$ cat src/sv/crs_pkg.sv
package crs_pkg;

  // Fixed field widths
  localparam int REQ_BITS       = 4;
  localparam int CFG_BITS       = 5;
  localparam int CFG_IDX_BITS   = 1;

  // Requester count limit and finish counter ceiling
  localparam int MAX_REQUESTERS = 16;
  localparam int FINISHED_MAX   = 31;

  typedef enum logic [CFG_IDX_BITS-1:0] {
    CFG_CAPACITY   = 1'b0,
    CFG_REQUESTERS = 1'b1
  } cfg_idx_t;

  typedef enum logic {
    CMD_POST   = 1'b0,
    CMD_FINISH = 1'b1
  } cmd_t;

  typedef enum logic {
    ST_SERVED   = 1'b0,
    ST_REJECTED = 1'b1
  } status_t;

endpackage

$ cat src/sv/crs_in_if.sv
interface crs_in_if #(
  parameter int POSITION_BITS = 10
);
  import crs_pkg::*;

  logic                     valid;
  logic                     ready;
  logic                     command;
  logic [REQ_BITS-1:0]      requester;
  logic [POSITION_BITS-1:0] position;

  modport source (output valid, command, requester, position, input ready);
  modport sink   (input valid, command, requester, position, output ready);
endinterface

$ cat src/sv/crs_out_if.sv
interface crs_out_if #(
  parameter int POSITION_BITS = 10
);
  import crs_pkg::*;

  logic                     valid;
  logic                     ready;
  logic                     status;
  logic [REQ_BITS-1:0]      served_requester;
  logic [POSITION_BITS-1:0] served_position;

  modport source (output valid, status, served_requester, served_position, input ready);
  modport sink   (input valid, status, served_requester, served_position, output ready);
endinterface

$ cat src/sv/crs_ram.sv
module crs_ram #(
  parameter int WIDTH = 14,
  parameter int DEPTH = 16
) (
  input  logic                                  clk,
  input  logic                                  we,
  input  logic [(DEPTH > 1 ? $clog2(DEPTH) : 1)-1:0] waddr,
  input  logic [WIDTH-1:0]                      wdata,
  input  logic                                  re,
  input  logic [(DEPTH > 1 ? $clog2(DEPTH) : 1)-1:0] raddr,
  output logic [WIDTH-1:0]                      rdata
);

  logic [WIDTH-1:0] mem [DEPTH];

  always_ff @(posedge clk) begin
    if (we) begin
      mem[waddr] <= wdata;
    end
    if (re) begin
      rdata <= mem[raddr];
    end
  end

endmodule

$ cat src/sv/closest_request_scheduler_core.sv
// Shortest-seek-first request board. Each input transfer is either a post
// (requester id and position) or a requester-finished event. Posts are kept
// in arrival order in a single-port-write, registered-read RAM. After each
// stored post or finish event the board is checked: when the active count
// (num_requesters, limited to 16, minus finished events) is nonzero and the
// occupancy has reached the smaller of capacity and active count, the entry
// closest to the last served position (-1 after reset, ties to the earliest
// arrival) is removed and sent out with status 0. A post onto a full board
// is dropped and answered at once with status 1. Only one item is in work
// at a time; a reject or a serve waits in S_EMIT while the output stalls.
// A serve does one RAM read per cycle for the distance scan, then one read
// and one write per cycle to close the gap behind the served entry. The
// output register lets the next item enter while a result waits.
module closest_request_scheduler_core #(
  parameter int BOARD_DEPTH   = 16,
  parameter int POSITION_BITS = 10
) (
  input  logic                                    clk,
  input  logic                                    rst_n,
  crs_in_if.sink                                  in_chan,
  crs_out_if.source                               out_chan,
  input  logic                                    cfg_we,
  input  logic [crs_pkg::CFG_IDX_BITS-1:0]        cfg_index,
  input  logic [crs_pkg::CFG_BITS-1:0]            cfg_wdata
);
  import crs_pkg::*;

  localparam int IDX_W   = BOARD_DEPTH > 1 ? $clog2(BOARD_DEPTH) : 1;
  localparam int CNT_W   = $clog2(BOARD_DEPTH + 1);
  localparam int CMP_W   = CNT_W > CFG_BITS ? CNT_W : CFG_BITS;
  localparam int DIST_W  = POSITION_BITS + 1;
  localparam int ENTRY_W = REQ_BITS + POSITION_BITS;

  typedef enum logic [2:0] {
    S_IDLE,
    S_CHECK,
    S_SCAN,
    S_SHIFT,
    S_EMIT
  } state_t;

  state_t state_r;

  // config registers
  logic [CFG_BITS-1:0]      cap_r;
  logic [CFG_BITS-1:0]      num_r;

  // board bookkeeping
  logic [CNT_W-1:0]         count_r;
  logic [POSITION_BITS-1:0] last_r;
  logic                     have_last_r;
  logic [CFG_BITS-1:0]      fin_r;

  // scan state
  logic [CNT_W-1:0]         scan_r;
  logic                     dvld_r;
  logic [IDX_W-1:0]         didx_r;
  logic [IDX_W-1:0]         best_idx_r;
  logic [DIST_W-1:0]        best_d_r;
  logic [ENTRY_W-1:0]       best_ent_r;

  // shift state
  logic [CNT_W-1:0]         rd_ptr_r;
  logic                     pvld_r;
  logic [IDX_W-1:0]         pidx_r;

  // pending result and output register
  logic                     res_status_r;
  logic [REQ_BITS-1:0]      res_rq_r;
  logic [POSITION_BITS-1:0] res_ps_r;
  logic                     out_valid_r;
  logic                     out_status_r;
  logic [REQ_BITS-1:0]      out_rq_r;
  logic [POSITION_BITS-1:0] out_ps_r;

  // RAM ports
  logic                     ram_we;
  logic [IDX_W-1:0]         ram_waddr;
  logic [ENTRY_W-1:0]       ram_wdata;
  logic                     ram_re;
  logic [IDX_W-1:0]         ram_raddr;
  logic [ENTRY_W-1:0]       ram_rdata;

  logic                     in_xfer;
  logic                     slot_free;
  logic [CMP_W-1:0]         cap_eff;
  logic [CMP_W-1:0]         count_ext;
  logic [CFG_BITS-1:0]      num_eff;
  logic [CFG_BITS-1:0]      act;
  logic [CMP_W-1:0]         need;
  logic                     board_full;
  logic                     serve_go;
  logic                     scan_issue;
  logic                     shift_issue;
  logic [DIST_W-1:0]        rd_dist;

  function automatic logic [DIST_W-1:0] seek_dist(
    input logic [POSITION_BITS-1:0] pos,
    input logic [POSITION_BITS-1:0] last,
    input logic                     have
  );
    logic [DIST_W-1:0] d;
    if (!have) begin
      d = DIST_W'(pos) + DIST_W'(1);
    end else if (pos >= last) begin
      d = DIST_W'(pos - last);
    end else begin
      d = DIST_W'(last - pos);
    end
    return d;
  endfunction

  assign in_xfer   = in_chan.valid && in_chan.ready;
  assign slot_free = !out_valid_r || out_chan.ready;

  assign in_chan.ready             = (state_r == S_IDLE);
  assign out_chan.valid            = out_valid_r;
  assign out_chan.status           = out_status_r;
  assign out_chan.served_requester = out_rq_r;
  assign out_chan.served_position  = out_ps_r;

  // effective capacity, active count and serve threshold
  always_comb begin
    cap_eff = CMP_W'(cap_r);
    if (cap_eff == '0) begin
      cap_eff = CMP_W'(1);
    end else if (cap_eff > CMP_W'(BOARD_DEPTH)) begin
      cap_eff = CMP_W'(BOARD_DEPTH);
    end
    num_eff = (num_r > CFG_BITS'(MAX_REQUESTERS)) ? CFG_BITS'(MAX_REQUESTERS) : num_r;
    act     = (num_eff > fin_r) ? num_eff - fin_r : '0;
    need    = (cap_eff < CMP_W'(act)) ? cap_eff : CMP_W'(act);
  end

  assign count_ext  = CMP_W'(count_r);
  assign board_full = (count_ext >= cap_eff);
  assign serve_go   = (act != '0) && (count_r != '0) && (count_ext >= need);

  assign scan_issue  = (state_r == S_SCAN) && (scan_r < count_r);
  assign shift_issue = (state_r == S_SHIFT) && (rd_ptr_r < count_r);
  assign rd_dist     = seek_dist(ram_rdata[POSITION_BITS-1:0], last_r, have_last_r);

  // RAM access steering
  always_comb begin
    ram_we    = 1'b0;
    ram_waddr = count_r[IDX_W-1:0];
    ram_wdata = {in_chan.requester, in_chan.position};
    ram_re    = 1'b0;
    ram_raddr = scan_r[IDX_W-1:0];
    unique case (state_r)
      S_IDLE: begin
        ram_we = in_xfer && (in_chan.command == CMD_POST) && !board_full;
      end
      S_SCAN: begin
        ram_re = scan_issue;
      end
      S_SHIFT: begin
        ram_re    = shift_issue;
        ram_raddr = rd_ptr_r[IDX_W-1:0];
        // write back what was read last cycle one slot lower
        ram_we    = pvld_r;
        ram_waddr = pidx_r;
        ram_wdata = ram_rdata;
      end
      S_CHECK, S_EMIT: begin
      end
      default: begin
      end
    endcase
  end

  crs_ram #(
    .WIDTH (ENTRY_W),
    .DEPTH (BOARD_DEPTH)
  ) u_board (
    .clk   (clk),
    .we    (ram_we),
    .waddr (ram_waddr),
    .wdata (ram_wdata),
    .re    (ram_re),
    .raddr (ram_raddr),
    .rdata (ram_rdata)
  );

  always_ff @(posedge clk) begin
    if (!rst_n) begin
      state_r     <= S_IDLE;
      cap_r       <= CFG_BITS'(3);
      num_r       <= CFG_BITS'(4);
      count_r     <= '0;
      last_r      <= '0;
      have_last_r <= 1'b0;
      fin_r       <= '0;
      scan_r      <= '0;
      dvld_r      <= 1'b0;
      rd_ptr_r    <= '0;
      pvld_r      <= 1'b0;
      out_valid_r <= 1'b0;
    end else begin
      if (cfg_we) begin
        unique case (cfg_index)
          CFG_CAPACITY:   cap_r <= cfg_wdata;
          CFG_REQUESTERS: num_r <= cfg_wdata;
          default: begin
          end
        endcase
      end

      // drained output; a reload from S_EMIT takes over below
      if (out_valid_r && out_chan.ready && (state_r != S_EMIT)) begin
        out_valid_r <= 1'b0;
      end

      unique case (state_r)
        S_IDLE: begin
          if (in_xfer) begin
            if (in_chan.command == CMD_POST) begin
              if (board_full) begin
                res_status_r <= ST_REJECTED;
                res_rq_r     <= in_chan.requester;
                res_ps_r     <= in_chan.position;
                state_r      <= S_EMIT;
              end else begin
                count_r <= count_r + CNT_W'(1);
                state_r <= S_CHECK;
              end
            end else begin
              if (fin_r != CFG_BITS'(FINISHED_MAX)) begin
                fin_r <= fin_r + CFG_BITS'(1);
              end
              state_r <= S_CHECK;
            end
          end
        end

        S_CHECK: begin
          scan_r <= '0;
          dvld_r <= 1'b0;
          state_r <= serve_go ? S_SCAN : S_IDLE;
        end

        S_SCAN: begin
          if (scan_issue) begin
            scan_r <= scan_r + CNT_W'(1);
            didx_r <= scan_r[IDX_W-1:0];
            dvld_r <= 1'b1;
          end else begin
            dvld_r <= 1'b0;
          end
          // strict less-than keeps the earliest arrival on ties
          if (dvld_r && (didx_r == '0 || rd_dist < best_d_r)) begin
            best_idx_r <= didx_r;
            best_d_r   <= rd_dist;
            best_ent_r <= ram_rdata;
          end
          if (!scan_issue && !dvld_r) begin
            rd_ptr_r <= CNT_W'(best_idx_r) + CNT_W'(1);
            pvld_r   <= 1'b0;
            state_r  <= S_SHIFT;
          end
        end

        S_SHIFT: begin
          if (shift_issue) begin
            rd_ptr_r <= rd_ptr_r + CNT_W'(1);
            pidx_r   <= IDX_W'(rd_ptr_r - CNT_W'(1));
            pvld_r   <= 1'b1;
          end else begin
            pvld_r <= 1'b0;
          end
          if (!shift_issue && !pvld_r) begin
            count_r      <= count_r - CNT_W'(1);
            last_r       <= best_ent_r[POSITION_BITS-1:0];
            have_last_r  <= 1'b1;
            res_status_r <= ST_SERVED;
            res_rq_r     <= best_ent_r[ENTRY_W-1:POSITION_BITS];
            res_ps_r     <= best_ent_r[POSITION_BITS-1:0];
            state_r      <= S_EMIT;
          end
        end

        S_EMIT: begin
          if (slot_free) begin
            out_valid_r  <= 1'b1;
            out_status_r <= res_status_r;
            out_rq_r     <= res_rq_r;
            out_ps_r     <= res_ps_r;
            state_r      <= S_IDLE;
          end
        end

        default: begin
          state_r <= S_IDLE;
        end
      endcase
    end
  end

endmodule
$ cat src/flat_wrapper.sv
// flat-port wrapper written by rule: the top's interface ports become plain ports
module closest_request_scheduler_core_flat import crs_pkg::*;
#(
  parameter int BOARD_DEPTH   = 16,
  parameter int POSITION_BITS = 10
)
  (clk, rst_n, cfg_we, cfg_index, cfg_wdata, in_chan_valid, in_chan_command, in_chan_requester, in_chan_position, in_chan_ready, out_chan_valid, out_chan_status, out_chan_served_requester, out_chan_served_position, out_chan_ready);
  crs_in_if #(.POSITION_BITS(POSITION_BITS)) in_chan_i ();
  crs_out_if #(.POSITION_BITS(POSITION_BITS)) out_chan_i ();
  input  logic clk;
  input  logic rst_n;
  input  logic cfg_we;
  input  logic [crs_pkg::CFG_IDX_BITS-1:0] cfg_index;
  input  logic [crs_pkg::CFG_BITS-1:0] cfg_wdata;
  input wire logic [$bits(in_chan_i.valid)-1:0] in_chan_valid;
  input wire logic [$bits(in_chan_i.command)-1:0] in_chan_command;
  input wire logic [$bits(in_chan_i.requester)-1:0] in_chan_requester;
  input wire logic [$bits(in_chan_i.position)-1:0] in_chan_position;
  output wire logic [$bits(in_chan_i.ready)-1:0] in_chan_ready;
  output wire logic [$bits(out_chan_i.valid)-1:0] out_chan_valid;
  output wire logic [$bits(out_chan_i.status)-1:0] out_chan_status;
  output wire logic [$bits(out_chan_i.served_requester)-1:0] out_chan_served_requester;
  output wire logic [$bits(out_chan_i.served_position)-1:0] out_chan_served_position;
  input wire logic [$bits(out_chan_i.ready)-1:0] out_chan_ready;
  assign in_chan_i.valid = in_chan_valid;
  assign in_chan_i.command = in_chan_command;
  assign in_chan_i.requester = in_chan_requester;
  assign in_chan_i.position = in_chan_position;
  assign in_chan_ready = in_chan_i.ready;
  assign out_chan_valid = out_chan_i.valid;
  assign out_chan_status = out_chan_i.status;
  assign out_chan_served_requester = out_chan_i.served_requester;
  assign out_chan_served_position = out_chan_i.served_position;
  assign out_chan_i.ready = out_chan_ready;
  closest_request_scheduler_core #(.BOARD_DEPTH(BOARD_DEPTH), .POSITION_BITS(POSITION_BITS)) u_core (.clk(clk), .rst_n(rst_n), .in_chan(in_chan_i), .out_chan(out_chan_i), .cfg_we(cfg_we), .cfg_index(cfg_index), .cfg_wdata(cfg_wdata));
endmodule
$ cat config.mk
export PLATFORM = sky130hd
export DESIGN_NAME = closest_request_scheduler_core_flat
export DESIGN_NICKNAME = d
export VERILOG_FILES = /design/src/sv/crs_pkg.sv /design/src/sv/crs_in_if.sv /design/src/sv/crs_out_if.sv /design/src/sv/crs_ram.sv /design/src/sv/closest_request_scheduler_core.sv /design/src/flat_wrapper.sv
export SDC_FILE = /design/constraint.sdc
export NUM_CORES = 1
export LEC_CHECK = 0
export BUFFER_PORTS_ARGS = -buffer_cell sky130_fd_sc_hd__buf_2
export CAP_MARGIN = 20
export CORE_ASPECT_RATIO = 1.2
export CORE_MARGIN = 2
export CORE_UTILIZATION = 50
export CTS_CLUSTER_DIAMETER = 50
export CTS_CLUSTER_SIZE = 30
export DETAILED_ROUTE_END_ITERATION = 8
export GPL_ROUTABILITY_DRIVEN = 0
export GPL_TIMING_DRIVEN = 0
export PLACE_DENSITY = 0.76
export SYNTH_ARGS = -nofsm -noshare
export SYNTH_HDL_FRONTEND = slang
export SYNTH_HIERARCHICAL = 1
export SYNTH_SLANG_ARGS = --single-unit
$ cat constraint.sdc
create_clock -name clk -period 7.5 [get_ports clk]
set_input_delay 0.75 -clock clk [delete_from_list [all_inputs] [get_ports clk]]
set_output_delay 0.75 -clock clk [all_outputs]
set_load 0.03 [all_outputs]
* After elaboration in Yosys (flattened, before gate mapping)
Memories as Yosys holds them, arrays and structs flattened. A register that Yosys moved wholly into a read port is not among the register bits.
Index checks and enable logic that the tools add are counted.
** Storage, ports and cells
- Output and inout port bits :: 17
- Memories :: 1
- Bits in writable memories :: 224
- Bits in registers :: 114
** Memory list
- u_core.u_board.mem :: depth 16, bits a word 14, read ports 1, clocked after Yosys merged registers in 1, write ports 1, line crs_ram.sv:14 : logic [WIDTH-1:0] mem [DEPTH];
** Cells by class
- Reductions and logical operators :: 42
- Equality and inequality tests :: 15
- Muxes and demuxes :: 55
- Order comparisons :: 10
- Bitwise operators :: 2
- Add/subtract/negate cells :: 11
** Operator list (count)
- $mux W5 :: 12
- $mux W10 :: 4
- $pmux W5 S2 :: 3
- $mux W4 :: 6
- $mux W11 :: 2
- $sub A10 B10 Y11 :: 2
- $add A5 B1 Y5 const B :: 4
- $pmux W10 S2 :: 1
- $mux W3 :: 6
- $lt A5 B5 Y1 :: 3
- $pmux W3 S5 :: 1
- $reduce_and A3 Y1 :: 5
- $mux W14 :: 1
- $logic_and A1 B1 Y1 :: 12
- $mux W1 :: 12
- $ne A2 B2 Y1 const B :: 6
- $add A10 B1 Y11 const B :: 1
- $lt A11 B11 Y1 :: 1
- $ge A10 B10 Y1 :: 1
- $ge A5 B5 Y1 :: 2
- $gt A5 B5 Y1 const B :: 2
- $pmux W1 S2 :: 5
- $reduce_and A2 Y1 :: 5
- $reduce_bool A5 Y1 :: 2
- 23 further kinds :: 36

* Longest topological paths before layout
Gate-level depths: netlist (run 1).
- Depth in word-level cells :: 10
- Mapped depth :: 21
- Gate-level depth less buffers :: 21

* Modules after synthesis
Netlist (run 1), hierarchy kept.
** By module, submodules not included
- crs_ram :: seq. area each 7146.9 µm², cells an instance 379, times used 1, area an instance 8903.5 µm²
- closest_request_scheduler_core :: seq. area each 2952.8 µm², cells an instance 757, times used 1, area an instance 7055.5 µm²

* Least setup slack after synthesis (run 1)
Ideal clock, no wire load.
- Path type :: reg-to-reg
- Start :: reg u_core.u_board.rdata[3] (read register of u_core.u_board.mem)
- End :: reg u_core.best_d_r[0] (enable)
- Stages on the path, launching flop included :: 13
- Buffers on the path :: 0
- Setup slack :: 977 ps
- Data arrival time :: 6026 ps
- Data required time :: 7003 ps
- Setup time :: 497 ps
- Path through :: edfxtp_1 ha_1 a21o_2 a21oi_2 a31oi_4 o221a_1 o211a_1 xor2_1 mux2i_1 ha_1 a21o_1 a211o_1 o41ai_1
** On the way
- Word-level cells in the longest chain between the ends :: 7
- Elaborated cells between the ends (all ways) :: 10
** RTL lines
- start, declared :: line crs_ram.sv:11 : output logic [WIDTH-1:0] rdata
- $sub A10 B10 Y11 (tied with other cells) :: line closest_request_scheduler_core.sv:108 : d = DIST_W'(last - pos);
- $mux W11 :: line closest_request_scheduler_core.sv:105 : end else if (pos >= last) begin
- $mux W11 (*) :: line closest_request_scheduler_core.sv:103 : if (!have) begin
- named net u_core.rd_dist[8] :: line closest_request_scheduler_core.sv:95 : logic [DIST_W-1:0] rd_dist;
- $lt A11 B11 Y1 (*) :: line closest_request_scheduler_core.sv:251 : if (dvld_r && (didx_r == '0 || rd_dist < best_d_r)) begin
- $logic_or A1 B1 Y1 (*) :: line closest_request_scheduler_core.sv:251
- $logic_and A1 B1 Y1 (*) :: line closest_request_scheduler_core.sv:251
- $reduce_and A3 Y1 (no source line) (*)
- end signal, assigned :: line closest_request_scheduler_core.sv:253 : best_d_r <= rd_dist;
- end, declared :: line closest_request_scheduler_core.sv:59 : logic [DIST_W-1:0] best_d_r;
Mark *: on every way through the listed nets, which the timed path passes. The rest lies on a longest branch.
A chain may end at the register's enable or synchronous reset.

* Worst setup path in the final report (run 1)
- Start :: reg u_core.u_board.rdata[0] (read register of u_core.u_board.mem)
- End :: reg u_core.best_idx_r[2] (enable)
** On the way
- Word-level cells in the longest chain between the ends :: 7
- Elaborated cells between the ends (all ways) :: 10
** RTL lines
- $sub A10 B10 Y11 (tied with other cells) :: line closest_request_scheduler_core.sv:108
- $mux W11 :: line closest_request_scheduler_core.sv:105
- $mux W11 (*) :: line closest_request_scheduler_core.sv:103
- named net u_core.rd_dist[8] :: line closest_request_scheduler_core.sv:95
- $lt A11 B11 Y1 (*) :: line closest_request_scheduler_core.sv:251
- $logic_or A1 B1 Y1 (*) :: line closest_request_scheduler_core.sv:251
- $logic_and A1 B1 Y1 (*) :: line closest_request_scheduler_core.sv:251
- $reduce_and A3 Y1 (no source line) (*)
- end signal, assigned :: line closest_request_scheduler_core.sv:252 : best_idx_r <= didx_r;
- end, declared :: line closest_request_scheduler_core.sv:58 : logic [IDX_W-1:0] best_idx_r;
Marked as above.

==> results of run 1 <==
==> worst max-delay path, delay by kind of cell, from the launching register on <==
kind                       cells  cell delay (ns)
AOI/OAI and AO/OA              9             1.73
xor gates and xnor gates       1             0.06
adders and majority gates      3             0.95
buffers and inverters          6             1.05
DFF                            1             0.55
muxes                          1             0.25
and+or+nand+nor                1             0.10
==> final cells by class <==
cell class,instances,area [um^2]
Tap cell,401,502
Clock buffer,34,754
Fill cell,2418,13400
Sequential cell,352,10100
Buffer,40,254
Multi-Input combinational cell,673,5370
Timing Repair Buffer,74,522
Inverter,71,267
Clock inverter,18,189
==> report_power, final <==
part	total [mW]	internal (mW)	switching, mW
clock	1.49	0.759	0.735
sequential	2.15	2.14	0.0109
combinational	0.226	0.0849	0.141
==> path summary, 6_finish.rpt <==
| check | startpoint | end | slack, ns |
|---|---|---|---|
| worst max register to register | u_core/u_board/rdata[0] | u_core/best_idx_r[2] | 2.52 |
| worst max-delay path | u_core/u_board/rdata[0] | u_core/best_idx_r[2] | 2.52 |
| worst min-delay path | u_core/res_ps_r[9] | u_core/out_chan.served_position[9] | 0.42 |
| worst min register to register | u_core/res_ps_r[9] | u_core/out_chan.served_position[9] | 0.42 |
==> per-layer routing <==
metal / vias to the layer above / track usage (%)
met5: - / 0
met4: 0 / 8.08
met3: 77 / 2.67
met2: 381 / 39.8
met1: 4969 / 26.4
li1: 4485 / -
==> logic make-up (layout without fill, tap and decap cells) <==
group                    after synthesis  count (layout)
buffers and inverters                111             237
adder cells (fa/ha/maj)               70              70
multiplexers                          79              79
AO/OA/AOI/OAI                        200             200
flip-flops                           352             352
XOR/XNOR                              28              28
AND/OR/NAND/NOR                      296             296
==> layout by cell type (no fill, tap or decap), drive strengths merged, types with 14 or more instances in the layout <==
| cell type | n |
|---|---|
| o21ai | 36 |
| nor3 | 14 |
| a22oi | 29 |
| inv | 80 |
| xnor2 | 20 |
| buf | 91 |
| dfxtp | 47 |
| nand3 | 26 |
| clkbuf | 55 |
| mux2i | 22 |
| mux4 | 56 |
| nand2 | 140 |
| a21o | 17 |
| edfxtp | 305 |
| nor2 | 66 |
| ha | 66 |
| a21oi | 58 |
==> stage by stage <==
stage               instances  area [um^2]  hold WS (ns)  setup slack [ns]  setup TNS (ns)
floorplan                1136        16000         0.400             0.977               0
finish                   1663        18000         0.416              2.52               0
global placement         1578        16700         0.401             -1.04          -30.09
CTS                      1662        18000         0.398              2.56               0
global route             1663        18000         0.408              2.19               0
detailed placement       1610        17000         0.405              2.58               0
==> registers in the layout, indices dropped and copies added (netlist names), 10 cells and up <==
register,flops
u_core/last_r,10
u_core/u_board/rdata,14
u_core/best_d_r,11
u_core/u_board/mem,224
u_core/out_chan.served_position,10
u_core/res_ps_r,10
u_core/best_ent_r,14
==> results.py, run 1 <==
metrics = {
    "status": {
        "outcome": "finished, final reports clean",
    },
    "logic_synthesis": {
        "async_reset_ff_share_pct": 0,
        "synth_ff_type": "edfxtp_1",
        "netlist_top_cells_count": "edfxtp_1 (305), nand2_1 (140), inv_1 (69)",
        "yosysMostFrequentCell": "edfxtp_1",
        "syn_avg_cell_area_um2": 14.0,
        "synth.area.top_cells": "edfxtp_1 (57%), mux4_2 (7.9%), dfxtp_1 (5.9%)",
        "synth_edf_count": 305,
        "synthSimpleGateAreaFrac_pct": 8.29,
        "ys_seq_elements": 352,
        "muxShareOfSynthArea_pct": 9.35,
        "postSynthCellCount": 1136,
        "synthXorXnorAreaFrac_pct": 1.54,
        "synth_compound_area_share_pct": 8.60,
        "synthAdderAreaFrac_pct": 5.68,
        "yosysSeqAreaShare_pct": 63.3,
        "syn_nets": 1232,
        "yosys_warnings": 6,
        "synth_top_cell_by_area": "edfxtp_1",
        "synth.distinct_cells": 82,
        "yosys.area.top_type_share_pct": 57.4,
        "synth_area_mm2": 0.0160,
        "synth_top_family_by_area": "multiplexers",
    },
    "clock_network": {
        "cts_setup_buffers": 0,
        "cts-buffers-inserted": 28,
        "clock-sinks": 352,
        "clock_path_buffers": 3,
        "post_cts_resized": 0,
        "clock_latency_ns": 0.56,
        "cts-root-buf": "clkbuf_16",
        "htree_levels": 1,
        "ctsHoldBuffers": 0,
        "cts_tree": "done",
        "clk_pin_slew_ns": 0.07,
    },
    "route": {
        "dr.pass1.iters": 5,
        "drt_iter0_drc": 855,
        "routed-wl-met3_um": 2280,
        "wl_per_cell_um": 21.7,
        "drc": 0,
        "top_layer": "met4",
        "drt_wl_total_um": 36100,
        "via_per_inst": 5.96,
        "wl_met2_um": 18600,
        "postRouteAntennaNets": 0,
        "vias": 9912,
        "drt-met1-wl_um": 13800,
    },
    "worst_hold_path": {
        "worstHoldPathType": "reg2reg",
        "hold-path-cell-count": 0,
    },
    "layout": {
        "diodes": 0,
        "drive_above_1_share_pct": 18.0,
        "fin_nets": 1336,
        "area_delta_synth_final_pct": 12.5,
        "final_core_util_pct": 57.3,
    },
    "floorplan": {
        "io_pins": 43,
        "die_area_mm2": 0.0334,
        "die_width_um": 167,
        "placementRows": 71,
        "core_area_mm2": 0.0314,
        "start_util_pct": 50.9,
        "die_h_um": 200,
    },
    "timing": {
        "clock_skew_ns": 0.0178,
        "maxSlewHeadroom_pct": 21.4,
        "rsz0062_at_grt": "no",
        "setup_viol": 0,
        "hold_viol": 0,
        "min_period_ns": 4.98,
        "fmax_ghz": 0.201,
        "slew_viol_final": 0,
        "post-route-period-util_pct": 66.4,
        "worst_slew_pin_slew_ns": 1.17,
    },
    "worst_setup_path": {
        "cp-start-kind": "flop",
        "crit_slowest_cell": "edfxtp_1",
        "worstSetupPathType": "reg2reg",
        "rr_worst_depth": 21,
        "cp_max_fo": 9,
        "crit_path_end_kind": "flop",
        "worst_ep_arrival_time_ns": 5.24,
        "cp_common_cell": "buf_4",
        "slowest_delay_ns": 0.55,
        "crit_required_ns": 7.76,
        "crit_chain": "inv_1, ha_1, inv_1, fa_1, a211oi_1, o21bai_1, a21oi_1, o221a_1, o211a_1, xor2_1, mux2i_1, ha_1, a21o_1, a211o_1, a311oi_1, nor2_1, o41ai_2, buf_4, buf_4, buf_4, buf_4",
    },
    "global_route": {
        "grt_pass1_vias": 9937,
        "grtUsageTotal_pct": 21.7,
        "grt_first_pass_wirelength_um": 55600,
        "grt_max_degree": 25,
        "overflow": 0,
        "antenna_found_initial": 0,
    },
    "pwr": {
        "leakage_nw": 6.35,
        "power.density_mw_per_mm2": 215,
        "ir_worst_vdd_mv": 0.224,
        "power_mw": 3.87,
    },
    "flow_run": {
        "max_cap_viol_count": 0,
    },
    "placed_design": {
        "port_buffers": 41,
        "hpwl_um": 26400,
    },
}
No activity file was read; power rests on OpenSTA's default activity.
==> run 2, diff against run 1 <==
==> constraint.sdc (replaced) <==
create_clock -name clk -period 4.6 [get_ports clk]
set_input_delay 0.46 -clock clk [delete_from_list [all_inputs] [get_ports clk]]
set_output_delay 0.46 -clock clk [all_outputs]
set_load 0.03 [all_outputs]
==> results.py, run 2 (synthesized netlist as in run 1, its figures left out) <==
metrics = {
    "route": {
        "via_per_inst": 5.90,
        "dr.pass1.iters": 5,
        "drt_wl_total_um": 35500,
        "vias": 9848,
        "drc": 0,
        "wl_per_cell_um": 21.3,
        "drt_iter0_drc": 724,
        "postRouteAntennaNets": 0,
    },
    "status": {
        "outcome": "finished, final reports clean",
    },
    "timing": {
        "min_period_ns": 4.40,
        "worst_slew_pin_slew_ns": 1.01,
        "hold_viol": 0,
        "maxSlewHeadroom_pct": 31.8,
        "hold_slack_ns": 0.144,
        "slew_viol_final": 0,
        "post-route-period-util_pct": 95.7,
        "setup_viol": 0,
        "clock_skew_ns": 0.0136,
        "fmax_ghz": 0.227,
    },
    "clock_network": {
        "htree_levels": 1,
        "clock_path_buffers": 3,
        "cts_tree": "done",
        "clock-sinks": 352,
        "clock_latency_ns": 0.56,
        "clk_pin_slew_ns": 0.08,
        "cts-root-buf": "clkbuf_16",
        "ctsHoldBuffers": 0,
        "cts-buffers-inserted": 27,
    },
    "layout": {
        "final_core_util_pct": 57.5,
        "top_register": "u_core/u_board/mem",
        "largest_registers": "u_core/u_board/mem: 224 flops, u_core/best_ent_r: 14 flops, u_core/u_board/rdata: 14 flops",
        "final_cell_mix": "edfxtp_1 (305), nand2_1 (140), inv_1 (69)",
        "drive_above_1_share_pct": 18.9,
        "fin_nets": 1344,
        "mostFrequentLayoutCell": "edfxtp_1",
        "area_delta_synth_final_pct": 13.0,
        "diodes": 0,
        "largest_reg_flops": 224,
    },
    "worst_setup_path": {
        "crit_path_end_kind": "flop",
        "worstSetupPathType": "reg2reg",
        "worst_ep_arrival_time_ns": 4.67,
        "crit_start": "u_core/u_board/rdata[1]",
        "timing.rr.start": "u_core/u_board/rdata[1]",
        "crit_required_ns": 4.86,
        "cp-start-kind": "flop",
        "cp_max_fo": 14,
    },
    "global_route": {
        "antenna_found_initial": 0,
        "grt_max_degree": 24,
        "grtUsageTotal_pct": 21.1,
        "grt_pass1_vias": 9640,
        "overflow": 0,
        "grt_first_pass_wirelength_um": 54200,
    },
    "floorplan": {
        "io_pins": 43,
        "die_area_mm2": 0.0334,
        "die_width_um": 167,
        "start_util_pct": 50.9,
        "die_h_um": 200,
        "core_area_mm2": 0.0314,
        "placementRows": 71,
    },
    "worst_hold_path": {
        "hp-start": "cfg_wdata[0]",
        "worstHoldPathType": "in2reg",
    },
    "pwr": {
        "ir_worst_vdd_mv": 0.344,
        "power.density_mw_per_mm2": 345,
        "leakage_nw": 6.38,
    },
    "flow_run": {
        "max_cap_viol_count": 0,
    },
    "placed_design": {
        "port_buffers": 41,
        "hpwl_um": 26300,
    },
}
run 2: metal layers:
layer	up-vias	wire, um	global-route usage, %
met2	392	18100	38.0
met4	0	1580	8.97
met3	83	2180	2.38
met1	4868	13600	25.9
li1	4505	-	-
met5	-	0	0
run 2: worst paths after layout:
kind,end,cells after the start,slack (ns)
setup / recovery,u_core/best_idx_r[0],14,0.20
setup reg to reg,u_core/best_idx_r[0],14,0.20
hold / removal,u_core/cap_r[0],3,0.14
hold reg to reg,u_core/out_chan.served_position[8],0,0.42
run 2: worst max-delay path, cell delays in order, from the launching register on:
cell,delay (ns)
edfxtp_1,0.50
ha_1,0.39
and2b_2,0.24
o21ai_2,0.27
a31oi_4,0.23
o221a_1,0.31
o211a_1,0.23
xor2_1,0.14
mux2i_1,0.19
ha_1,0.28
a21o_1,0.16
a211o_1,0.34
o41ai_4,0.42
buf_8,0.21
buf_6,0.19
run 2: final cells by class:
cell class                      instances  area, um^2
Clock inverter                         21         206
Sequential cell                       352       10100
Timing Repair Buffer                   83         607
Inverter                               71         267
Buffer                                 40         254
Clock buffer                           29         683
Tap cell                              401         502
Fill cell                            2371       13300
Multi-Input combinational cell        673        5410
run 2: timing repair:
action | CTS | global route
pin swaps | 1 | 1
buffers inserted | 1 | 9
resized for setup | 1 | 5
gates cloned | 0 | 0
setup endpoints to repair | 7 | 15
run 2: where the power goes:
part	total (mW)	internal [mW]	switching, mW
Clock	2.33	1.15	1.19
Sequential	3.50	3.49	0.0167
Combinational	0.384	0.150	0.234
Total	6.22	4.78	1.44
run 2: through the flow:
stage	total power [mW]	area, um^2	setup TNS, ns	instances	worst slack (ns)
3_5_place_dp	3.94	17000	0	1607	0.0217
5_1_grt	6.41	18000	-0.156	1670	-0.0161
2_1_floorplan	3.81	16000	0	1136	0.0929
6_report	6.22	18000	0	1670	0.196
4_1_cts	6.24	17900	0	1658	0.0907
3_3_place_gp	3.91	16700	-36.38	1578	-0.767
